**src/sv/pbic_pkg.sv**
```systemverilog
// Package for the PRG bank / IRQ counter mapper: item and state types,
// window and bank-select codes, configuration indexes.
// No dependencies.
package pbic_pkg;

    localparam int CFG_INDEX_W = 8;
    localparam int TDATA_IN_W  = 16;
    localparam int TDATA_OUT_W = 48;

    // register windows, $8000..$F000
    localparam logic [2:0] WIN_RELOAD0 = 3'd0;
    localparam logic [2:0] WIN_RELOAD1 = 3'd1;
    localparam logic [2:0] WIN_RELOAD2 = 3'd2;
    localparam logic [2:0] WIN_RELOAD3 = 3'd3;
    localparam logic [2:0] WIN_CTRL    = 3'd4;
    localparam logic [2:0] WIN_ACK     = 3'd5;
    localparam logic [2:0] WIN_SELECT  = 3'd6;
    localparam logic [2:0] WIN_BANK    = 3'd7;

    // bank select codes
    localparam logic [2:0] SEL_BANK_FIRST = 3'd1;
    localparam logic [2:0] SEL_BANK_LAST  = 3'd4;
    localparam logic [2:0] SEL_ROM_6000   = 3'd5;

    localparam int          CTRL_ENABLE_BIT = 1;
    localparam int          ROM_SEL_BIT     = 2;
    localparam logic [15:0] COUNT_TERMINAL  = 16'hFFFF;
    localparam logic [7:0]  FIXED_LAST_BANK = 8'hFF;

    // configuration register indexes
    localparam logic [CFG_INDEX_W-1:0] CFG_AND_MASK  = 8'd0;
    localparam logic [CFG_INDEX_W-1:0] CFG_OR_OFFSET = 8'd1;

    typedef enum logic
    {
        FUNC_WRITE = 1'b0,
        FUNC_TICK  = 1'b1
    } func_t;

    typedef struct packed
    {
        func_t      func;
        logic [2:0] reg_window;
        logic [7:0] write_data;
    } item_t;

    // mapping-visible state after an item
    typedef struct packed
    {
        logic            irq_line;
        logic            rom_at_6000;
        logic [3:0][7:0] bank_regs;
    } map_state_t;

    typedef struct packed
    {
        logic       irq_active;
        logic       low_window_is_rom;
        logic [7:0] bank_6000;
        logic [7:0] bank_8000;
        logic [7:0] bank_a000;
        logic [7:0] bank_c000;
        logic [7:0] bank_e000;
    } result_t;

endpackage

```
**src/sv/pbic_core.sv**
```systemverilog
// Mapper state: reload latch, IRQ counter, control, bank registers.
// Applies one item per fire and presents the post-item mapping state.
// Depends on pbic_pkg.
module pbic_core
(
    input  logic                clk,
    input  logic                rst_n,
    input  logic                fire,
    input  pbic_pkg::item_t     item,
    output pbic_pkg::map_state_t state_next
);
    import pbic_pkg::*;

    logic [2:0]      bank_select_reg, bank_select_next;
    logic [3:0][7:0] bank_regs_reg, bank_regs_next;
    logic            rom_reg, rom_next;
    logic [7:0]      ctrl_reg, ctrl_next;
    logic [15:0]     count_reg, count_next;
    logic [15:0]     reload_reg, reload_next;
    logic            irq_reg, irq_next;
    logic [15:0]     count_inc;
    logic [1:0]      bank_idx;

    assign count_inc = count_reg + 16'd1;
    // only used for selects 1..4, so two bits cover it
    assign bank_idx  = bank_select_reg[1:0] - SEL_BANK_FIRST[1:0];

    always_comb
    begin
        bank_select_next = bank_select_reg;
        bank_regs_next   = bank_regs_reg;
        rom_next         = rom_reg;
        ctrl_next        = ctrl_reg;
        count_next       = count_reg;
        reload_next      = reload_reg;
        irq_next         = irq_reg;
        if (item.func == FUNC_TICK)
        begin
            if (ctrl_reg[CTRL_ENABLE_BIT])
            begin
                if (count_inc == COUNT_TERMINAL)
                begin
                    count_next                 = reload_reg;
                    ctrl_next[CTRL_ENABLE_BIT] = 1'b0;
                    irq_next                   = 1'b1;
                end
                else
                begin
                    count_next = count_inc;
                end
            end
        end
        else
        begin
            unique case (item.reg_window)
                WIN_RELOAD0, WIN_RELOAD1, WIN_RELOAD2, WIN_RELOAD3:
                begin
                    reload_next[{item.reg_window[1:0], 2'b00} +: 4] = item.write_data[3:0];
                end
                WIN_CTRL:
                begin
                    ctrl_next = item.write_data;
                    if (item.write_data[CTRL_ENABLE_BIT])
                    begin
                        count_next = reload_reg;
                    end
                    irq_next = 1'b0;
                end
                WIN_ACK:
                begin
                    irq_next = 1'b0;
                end
                WIN_SELECT:
                begin
                    bank_select_next = item.write_data[2:0];
                end
                WIN_BANK:
                begin
                    if (bank_select_reg >= SEL_BANK_FIRST && bank_select_reg <= SEL_BANK_LAST)
                    begin
                        bank_regs_next[bank_idx] = item.write_data;
                    end
                    else if (bank_select_reg == SEL_ROM_6000)
                    begin
                        rom_next = item.write_data[ROM_SEL_BIT];
                    end
                end
                default:
                begin
                    irq_next = irq_reg;
                end
            endcase
        end
    end

    always_ff @(posedge clk or negedge rst_n)
    begin
        if (!rst_n)
        begin
            bank_select_reg  <= 3'd0;
            bank_regs_reg[0] <= 8'd0;
            bank_regs_reg[1] <= 8'd1;
            bank_regs_reg[2] <= 8'd2;
            bank_regs_reg[3] <= 8'd3;
            rom_reg          <= 1'b0;
            ctrl_reg         <= 8'd0;
            count_reg        <= 16'd0;
            reload_reg       <= 16'd0;
            irq_reg          <= 1'b0;
        end
        else if (fire)
        begin
            bank_select_reg <= bank_select_next;
            bank_regs_reg   <= bank_regs_next;
            rom_reg         <= rom_next;
            ctrl_reg        <= ctrl_next;
            count_reg       <= count_next;
            reload_reg      <= reload_next;
            irq_reg         <= irq_next;
        end
    end

    assign state_next.irq_line    = irq_next;
    assign state_next.rom_at_6000 = rom_next;
    assign state_next.bank_regs   = bank_regs_next;

endmodule

```
**src/sv/pbic_map.sv**
```systemverilog
// Bank mapping: AND mask and OR offset applied to each 8 KB ROM window.
// Depends on pbic_pkg.
module pbic_map
(
    input  pbic_pkg::map_state_t state,
    input  logic [7:0]           and_mask,
    input  logic [7:0]           or_offset,
    output pbic_pkg::result_t    result
);
    import pbic_pkg::*;

    function automatic logic [7:0] map_bank(input logic [7:0] b, input logic [7:0] m,
                                            input logic [7:0] o);
        map_bank = (b & m) | o;
    endfunction

    always_comb
    begin
        result.irq_active        = state.irq_line;
        result.low_window_is_rom = state.rom_at_6000;
        // RAM at $6000 reads as bank 0
        result.bank_6000 = state.rom_at_6000 ?
                           map_bank(state.bank_regs[3], and_mask, or_offset) : 8'd0;
        result.bank_8000 = map_bank(state.bank_regs[0], and_mask, or_offset);
        result.bank_a000 = map_bank(state.bank_regs[1], and_mask, or_offset);
        result.bank_c000 = map_bank(state.bank_regs[2], and_mask, or_offset);
        result.bank_e000 = map_bank(FIXED_LAST_BANK, and_mask, or_offset);
    end

endmodule

```
**src/sv/prg_bank_irq_counter_mapper.sv**
```systemverilog
// Top level of the PRG bank / IRQ counter mapper: input beat register,
// result register, configuration registers.
// Depends on pbic_pkg, pbic_core, pbic_map.
//
// Usage:
//   s_*   : one beat per CPU event. tuser[0] = func (0 bus write, 1 CPU
//           cycle tick); tdata carries the window and the written byte.
//   m_*   : one result beat per input beat, carrying the IRQ line and the
//           five mapped 8 KB bank numbers as they stand after that event.
//   cfg_* : writes bank_and_mask (index 0) and bank_or_offset (index 1);
//           other indexes are dropped. Always ready. Write only while idle.
// Timing: a beat taken sits in the input register; its result is then
//   registered in the result register and offered on m_* from then on.
//   Throughput is one beat per cycle while the result register is free or
//   m_tready is high, set by the state update between the two registers.
// Stall: when m_tready is low the result register holds; the input register
//   still takes one more beat, then s_tready drops until the result moves.
// Reset: rst_n (async, low) clears both registers' valid flags, sets the
//   bank registers to 0,1,2,3, mask to 0xFF, offset, counter and IRQ to 0.
module prg_bank_irq_counter_mapper
(
    input  logic                               clk,
    input  logic                               rst_n,
    // slave side
    input  logic                               s_tvalid,
    output logic                               s_tready,
    input  logic [pbic_pkg::TDATA_IN_W-1:0]    s_tdata,  // [2:0] reg_window, [10:3] write_data
    input  logic [0:0]                         s_tuser,  // [0] func
    // master side
    output logic                               m_tvalid,
    input  logic                               m_tready,
    // [0] irq_active, [1] low_window_is_rom, [9:2] bank_6000, [17:10] bank_8000,
    // [25:18] bank_a000, [33:26] bank_c000, [41:34] bank_e000
    output logic [pbic_pkg::TDATA_OUT_W-1:0]   m_tdata,
    // configuration
    input  logic                               cfg_valid,
    output logic                               cfg_ready,
    input  logic [pbic_pkg::CFG_INDEX_W-1:0]   cfg_index,
    input  logic [7:0]                         cfg_data
);
    import pbic_pkg::*;

    logic       in_valid_reg;
    item_t      in_item_reg;
    logic       out_valid_reg;
    result_t    out_result_reg;
    logic [7:0] mask_reg;
    logic [7:0] offset_reg;

    logic       advance;     // input beat moves into the result register
    map_state_t state_next;
    result_t    result_next;

    assign advance   = in_valid_reg && (!out_valid_reg || m_tready);
    assign s_tready  = !in_valid_reg || advance;
    assign cfg_ready = 1'b1;

    // input beat register
    always_ff @(posedge clk or negedge rst_n)
    begin
        if (!rst_n)
        begin
            in_valid_reg <= 1'b0;
        end
        else if (s_tready)
        begin
            in_valid_reg <= s_tvalid;
        end
    end

    always_ff @(posedge clk)
    begin
        if (s_tready && s_tvalid)
        begin
            in_item_reg.func       <= func_t'(s_tuser[0]);
            in_item_reg.reg_window <= s_tdata[2:0];
            in_item_reg.write_data <= s_tdata[10:3];
        end
    end

    // configuration registers
    always_ff @(posedge clk or negedge rst_n)
    begin
        if (!rst_n)
        begin
            mask_reg   <= 8'hFF;
            offset_reg <= 8'h00;
        end
        else if (cfg_valid && cfg_ready)
        begin
            if (cfg_index == CFG_AND_MASK)
            begin
                mask_reg <= cfg_data;
            end
            else if (cfg_index == CFG_OR_OFFSET)
            begin
                offset_reg <= cfg_data;
            end
        end
    end

    pbic_core u_core
    (
        .clk        (clk),
        .rst_n      (rst_n),
        .fire       (advance),
        .item       (in_item_reg),
        .state_next (state_next)
    );

    pbic_map u_map
    (
        .state     (state_next),
        .and_mask  (mask_reg),
        .or_offset (offset_reg),
        .result    (result_next)
    );

    // result register
    always_ff @(posedge clk or negedge rst_n)
    begin
        if (!rst_n)
        begin
            out_valid_reg <= 1'b0;
        end
        else if (!out_valid_reg || m_tready)
        begin
            out_valid_reg <= in_valid_reg;
        end
    end

    always_ff @(posedge clk)
    begin
        if (advance)
        begin
            out_result_reg <= result_next;
        end
    end

    assign m_tvalid = out_valid_reg;
    assign m_tdata  = {6'd0,
                       out_result_reg.bank_e000,
                       out_result_reg.bank_c000,
                       out_result_reg.bank_a000,
                       out_result_reg.bank_8000,
                       out_result_reg.bank_6000,
                       out_result_reg.low_window_is_rom,
                       out_result_reg.irq_active};

endmodule

```
**config.mk**
```make
export PLATFORM = sky130hd
export DESIGN_NAME = prg_bank_irq_counter_mapper
export DESIGN_NICKNAME = d
export VERILOG_FILES = /design/src/sv/pbic_pkg.sv /design/src/sv/pbic_core.sv /design/src/sv/pbic_map.sv /design/src/sv/prg_bank_irq_counter_mapper.sv
export SDC_FILE = /design/constraint.sdc
export NUM_CORES = 1
export LEC_CHECK = 0
export ABC_AREA = 1
export CORE_ASPECT_RATIO = 0.9
export CORE_MARGIN = 10
export CORE_UTILIZATION = 50
export CTS_CLUSTER_DIAMETER = 120
export DETAILED_ROUTE_END_ITERATION = 6
export DONT_BUFFER_PORTS = 1
export PLACE_DENSITY_LB_ADDON = 0.2
export SLEW_MARGIN = 40
export SYNTH_ARGS = -nofsm -noshare
export SYNTH_HDL_FRONTEND = slang
export SYNTH_SLANG_ARGS = --single-unit
```
**constraint.sdc**
```tcl
create_clock -name clk -period 2.7 [get_ports clk]
set_input_delay 0 -clock clk [delete_from_list [all_inputs] [get_ports clk]]
set_output_delay 0 -clock clk [all_outputs]
set_load 0.02 [all_outputs]
```
## Word-level counts from Yosys, hierarchy flattened

Cells that the tools add are included.

- Memories: 0
- Bits in latches: 0
- Input bits: 38
- Register bits: 143
- Output and inout bits: 51
- Memory bits (writable): 0
- Memory bits (read-only): 0
- Logic and storage cells: 101

- $lt $le $gt $ge: 4
- Multiplexer cells: 24
- Reductions and logical operators: 21
- Divide/modulo/power cells: 0
- Equal/unequal tests: 11
- Shift-type cells: 2
- Multiply operators: 0
- Add/subtract/negate cells: 3
- Bitwise operators: 11

Operator list:

| operator | count |
|---|---|
| $mux 32 | 3 |
| $mux 16 | 5 |
| $or 8x8->8 | 5 |
| $and 8x8->8 | 4 |
| $bwmux 32 | 1 |
| $add 16x1->16 const B | 1 |
| $bwmux 16 | 1 |
| $demux 8 s2 | 1 |
| $eq 16x16->1 const B | 1 |
| $shift 4x6->16 const A | 1 |
| $shiftx 4x6->16 | 1 |
| $eq 3x3->1 const B | 5 |
| $reduce_and 3->1 | 4 |
| $mux 1 | 11 |
| $eq 8x1->1 const B | 1 |
| $logic_not 8->1 | 1 |
| $mux 8 | 1 |
| $eq 3x2->1 const B | 2 |
| $neg 4->6 | 1 |
| $logic_and 1x1->1 | 4 |
| $reduce_and 2->1 | 2 |
| $reduce_and 4->1 | 1 |
| $reduce_bool 2->1 | 2 |
| $reduce_or 4->1 | 1 |
| other kinds (13) | 16 |

## Longest topological paths before layout

- Word-level depth: 11
- Mapped depth: 14
- Gate-level depth less buffers: 13

## Modules after synthesis

Synthesis repeated with hierarchy kept, for this count alone.

- Cells, all modules: 808
- Area total of the unflattened synthesis: 6902.9 µm²

By module, submodules not included:

| module | area an instance (µm²) | sequential area each (µm²) | times used | cells an instance |
|---|---|---|---|---|
| pbic_core | 3972.6 | 1756.7 | 1 | 565 |
| prg_bank_irq_counter_mapper | 2581.2 | 2082.0 | 1 | 160 |
| pbic_map | 349.1 | 0.0 | 1 | 83 |

## Least setup slack after synthesis

OpenSTA, ideal clock, no wires.

- Path type: register to register
- From: register out_valid_reg, in the netlist m_tvalid
- To: register u_core.bank_select_reg[0]
- Setup slack: 0.489 ns
- Setup time: 0.131 ns
- Required time: 2.569 ns
- Path buffers: 0
- Arrival time: 2.081 ns
- Period minus slack after synthesis: 2.211 ns
- Cell stages (with the launch flop): 7
- Path through: dfrtp_1 > nand2_1 > nand2_1 > inv_1 > nand3_1 > nand2_1 > o21ai_0

- Cells in the longest elaborated chain, start to end: 4

Ends and longest elaborated chain:

| element | RTL line | source |
|---|---|---|
| start: declaration | prg_bank_irq_counter_mapper.sv:45 | `logic out_valid_reg;` |
| start signal: assignment | prg_bank_irq_counter_mapper.sv:128 | `out_valid_reg <= in_valid_reg;` |
| $logic_not 1->1 | prg_bank_irq_counter_mapper.sv:54 | `assign advance = in_valid_reg && (!out_valid_reg \|\| m_tready);` |
| $logic_or 1x1->1 | prg_bank_irq_counter_mapper.sv:54 |  |
| $logic_and 1x1->1 | prg_bank_irq_counter_mapper.sv:54 |  |
| via advance | prg_bank_irq_counter_mapper.sv:50 | `logic advance;` |
| $reduce_and 3->1 (no line) | n/a |  |
| end signal: assignment | pbic_core.sv:113 | `bank_select_reg <= bank_select_next;` |
| end: declaration | pbic_core.sv:14 | `logic [2:0] bank_select_reg, bank_select_next;` |

The timed path passes the listed nets, and every way through them passes these cells.
A chain may end at the register's enable or synchronous reset.

## Final worst setup path

- From: register in_item_reg[8] (netlist name)
- To: register u_core.count_reg[5]

- Cells in the longest elaborated chain, start to end: 3

Ends and longest elaborated chain:

| element | RTL line | source |
|---|---|---|
| start: declaration | prg_bank_irq_counter_mapper.sv:44 | `item_t in_item_reg;` |
| $eq 3x3->1 | pbic_core.sv:55 | `unique case (item.reg_window)` |
| $reduce_bool 2->1 (no line) | n/a |  |
| $reduce_and 4->1 (no line) | n/a |  |
| end signal: assignment | pbic_core.sv:117 | `count_reg <= count_next;` |
| end: declaration | pbic_core.sv:18 | `logic [15:0] count_reg, count_next;` |

Every way passes these cells.

==> metrics.md <==
| Metric | Value |
|---|---|
| 1st-iter DRT viols | `approximately 440` |
| Ratio of cells with drive above 1 in the final layout | `roughly 9.0%` |
| Initial antenna violation count | `0` |
| CTS root buf | `clkbuf_16` |
| Max cap viols | `0` |
| Minimum clock period | `2.34 ns` |
| Via count | `approximately 5000` |
| Global placer's final weighted congestion | `0.846` |
| WL/cell | `15.8 um` |
| Status | `finished, final reports clean` |
| TritonCTS sink count | `about 140` |
| Drt total wl | `between 10000 and 15000 um` |
| Diode count | `0` |
| CP Launch Type | `flip-flop` |
| CP Max Fanout | `18` |
| Slew Limit Fails | `0` |
| Sequential share of power | `~46%` |
| Yosys synthesis warning count | `0` |
| Remaining global-route overflow | `0` |
| Fillers | `between 1000 and 1500` |
| #FFs+latches synth | `142` |
| Post-synthesis instance area | `about 6600 um2` |
| Sw frac | `between 30% and 40%` |
| Worst setup EP type | `flip-flop` |
| Worst-skew pair later-pin latency | `approximately 0.43 ns` |
| Post-synth EDFFs | `54` |
| Pwr dens | `approximately 900 nW/um2` |
| Final ANT Viol Nets | `0` |
| Tcrit/Tclk final | `86.6%` |
| Net Switching | `approximately 0.0022 W` |
| Synth top area cells | `dfrtp_1 (29%), edfxtp_1 (25%), nand2_1 (9.0%)` |
| Inst Count DP | `~880` |
| CTS tree | `built` |
| Setup TNS | `0 ns` |
| P_int | `between 0.004 and 0.005 W` |
| Nets@finish | `slightly above 800` |
| Initial core utilization | `approximately half` |
| H-tree depth | `4` |
| Dpl hpwl | `approximately 10000 um` |
| Core area | `12800 um2` |
| Vert. Die Dim | `around 130 um` |
| Row count | `39` |
| Area grow syn2layout | `15.6%` |
| Max Clock Freq | `between 400 and 500 MHz` |
| Final setup violation count | `0` |
| First-pass GRT wire length | `around 24000 um` |
| WP data arrival | `roughly 2.7 ns` |
| Asr flop ratio synth | `around three fifths` |
| Vias in the first global route | `4904` |
| R2r endpoint | `u_core.count_reg[5]` |
| Top_reg_cell synth | `dfrtp_1` |
| Flop2flop setup slack | `between 0.3 and 0.4 ns` |
| R2R depth | `9` |
| RSZ-0062 raised after global routing | `no` |
| Post-synth top area share | `28.7%` |
| Final Non-Filler Cells | `941` |
| Vias per cell | `approximately 5.3` |
| Leak | `roughly 3.3 nW` |
| Bufs on Longest Clock Path | `2` |
| Crit path kind | `reg -> reg` |
| Setup Skew | `between 0.01 and 0.015 ns` |
| Min-Delay Path Class | `in -> async` |
| Number of flip-flops in the largest register | `42` |
| Synth area leader | `dfrtp_1` |
| CP required | `3.01 ns` |
| Commonest non-fill, non-tap cell in the layout | `nand2_1` |
| Number of buffers created by CTS | `17` |
| CTS clk-pin slew, worst paths | `0.06 ns` |
| Total track usage | `approximately 17%` |
| Die Wd | `between 100 and 150 um` |
| # DRC | `0` |
| Most frequent cells in the layout | `nand2_1 (158), inv_1 (99), o21ai_0 (98)` |
| Clock power share | `between 30% and 40%` |
| Synth Instances | `about 730` |
| Setup bufs post-CTS | `0` |
| Actual slew at the worst max-slew pin | `approximately 0.68 ns` |
| DR pass1 iterations | `5` |
| # IOs | `89` |
| Rel. slew slack | `between 50% and 60%` |
| Hold Vio Cnt, Final | `0` |
| Port bufs | `0` |
| Crit path to | `u_core.count_reg[5]` |
| Synthesized area per cell | `approximately 9.0 um2` |
| Post-synth cell types | `35` |
| Comb power frac | `between 10% and 20%` |
| Post-CTS sizing | `0` |
| Reg2reg start | `in_item_reg[8]` |
| Die area | `between 15000 and 20000 um2` |
| Critical path origin | `in_item_reg[8]` |
| CTS Hold Bufs | `25` |
| Seq/Total Area, Yosys | `58.0%` |
| Largest net degree at the start of global routing | `just under 90` |
| Max VDD drop | `just under 0.6 mV` |
[worst min-delay path by stage]
| stage | cells after the start | to | start | slack [ns] |
|---|---|---|---|---|
| after floorplan | 0 | in_valid_reg | rst_n | -0.30 |
| after global placement | 0 | u_core.count_reg[1] | rst_n | -0.29 |
| after detailed placement | 0 | u_core.count_reg[1] | rst_n | -0.29 |
| after CTS | 2 | u_core.count_reg[9] | rst_n | 0.16 |
| after global routing | 1 | in_item_reg[0] | s_tdata[3] | 0.18 |
| final | 2 | u_core.count_reg[8] | rst_n | 0.14 |
[cells in the mapped netlist, types with 12 or more instances]
master	count
nor2_1	61
clkbuf_1	13
dfstp_2	12
nand2_1	159
a21oi_1	33
nand4_1	18
nand3_1	45
edfxtp_1	54
dfrtp_1	76
inv_1	100
o21ai_0	98
[per-layer routing]
layer	track usage (%)	vias to the layer above	part of all wire (%)
li1	-	2464	-
met1	21.4	2400	46
met2	25.6	133	47
met3	6.61	17	6.6
met4	5.52	0	1.0
met5	0	-	0
[power by group through the flow]
| stage | combinational, W | clock (W) | sequential, W |
|---|---|---|---|
| 4_1_cts | 0.00126 | 0.00255 | 0.00325 |
| 5_1_grt | 0.00146 | 0.00266 | 0.00331 |
| 2_1_floorplan | 0.000961 | 0 | 0.00318 |
| 6_report | 0.00125 | 0.00251 | 0.00325 |
| 3_5_place_dp | 0.00119 | 0 | 0.00328 |
| 3_3_place_gp | 0.00114 | 0 | 0.00326 |
[critical path, stage by stage (launching register included)]
cell      delay [ns]
edfxtp_1        0.51
clkinv_1        0.11
ha_1            0.24
a21oi_1         0.09
nor2_1          0.14
inv_1           0.10
a21oi_4         0.42
inv_1           0.42
nand2_1         0.14
nand2_1         0.07
[stage by stage]
step | cell area [um2] | hold slack (ns) | setup WS (ns) | power, W | utilization [%]
after floorplan | 6630 | -0.296 | 0.489 | 0.00414 | -
after global placement | 6740 | -0.291 | 0.202 | 0.00440 | 52.5
after detailed placement | 6740 | -0.292 | 0.0812 | 0.00447 | 52.5
after CTS | 7640 | 0.161 | 0.0729 | 0.00705 | 59.5
after global routing | 7650 | 0.182 | 0.162 | 0.00744 | 59.6
final | 7650 | 0.137 | 0.361 | 0.00702 | 59.6
[logic make-up (layout without fill, tap and decap cells)]
| family | Yosys count | in the layout | synth area share [%] |
|---|---|---|---|
| simple gates | 308 | 308 | 20.4 |
| other cells | 2 | 7 | 0.114 |
| flops | 142 | 142 | 58.0 |
| buf+inv | 127 | 167 | 8.51 |
| xor+xnor | 2 | 2 | 0.265 |
| fa+ha+maj | 7 | 7 | 1.32 |
| compound gates | 144 | 144 | 11.4 |
[layout make-up]
type	count	area, um2	share of cell area, %
flip-flops and latches	142	3840	50.2
multi-input cells	468	2240	29.3
clock buffers	22	474	6.20
inverters	101	379	4.96
repair buffers	34	348	4.55
well taps	164	205	2.68
clock inverters	10	160	2.09
Note: power is estimated with default switching activity, not from simulation.
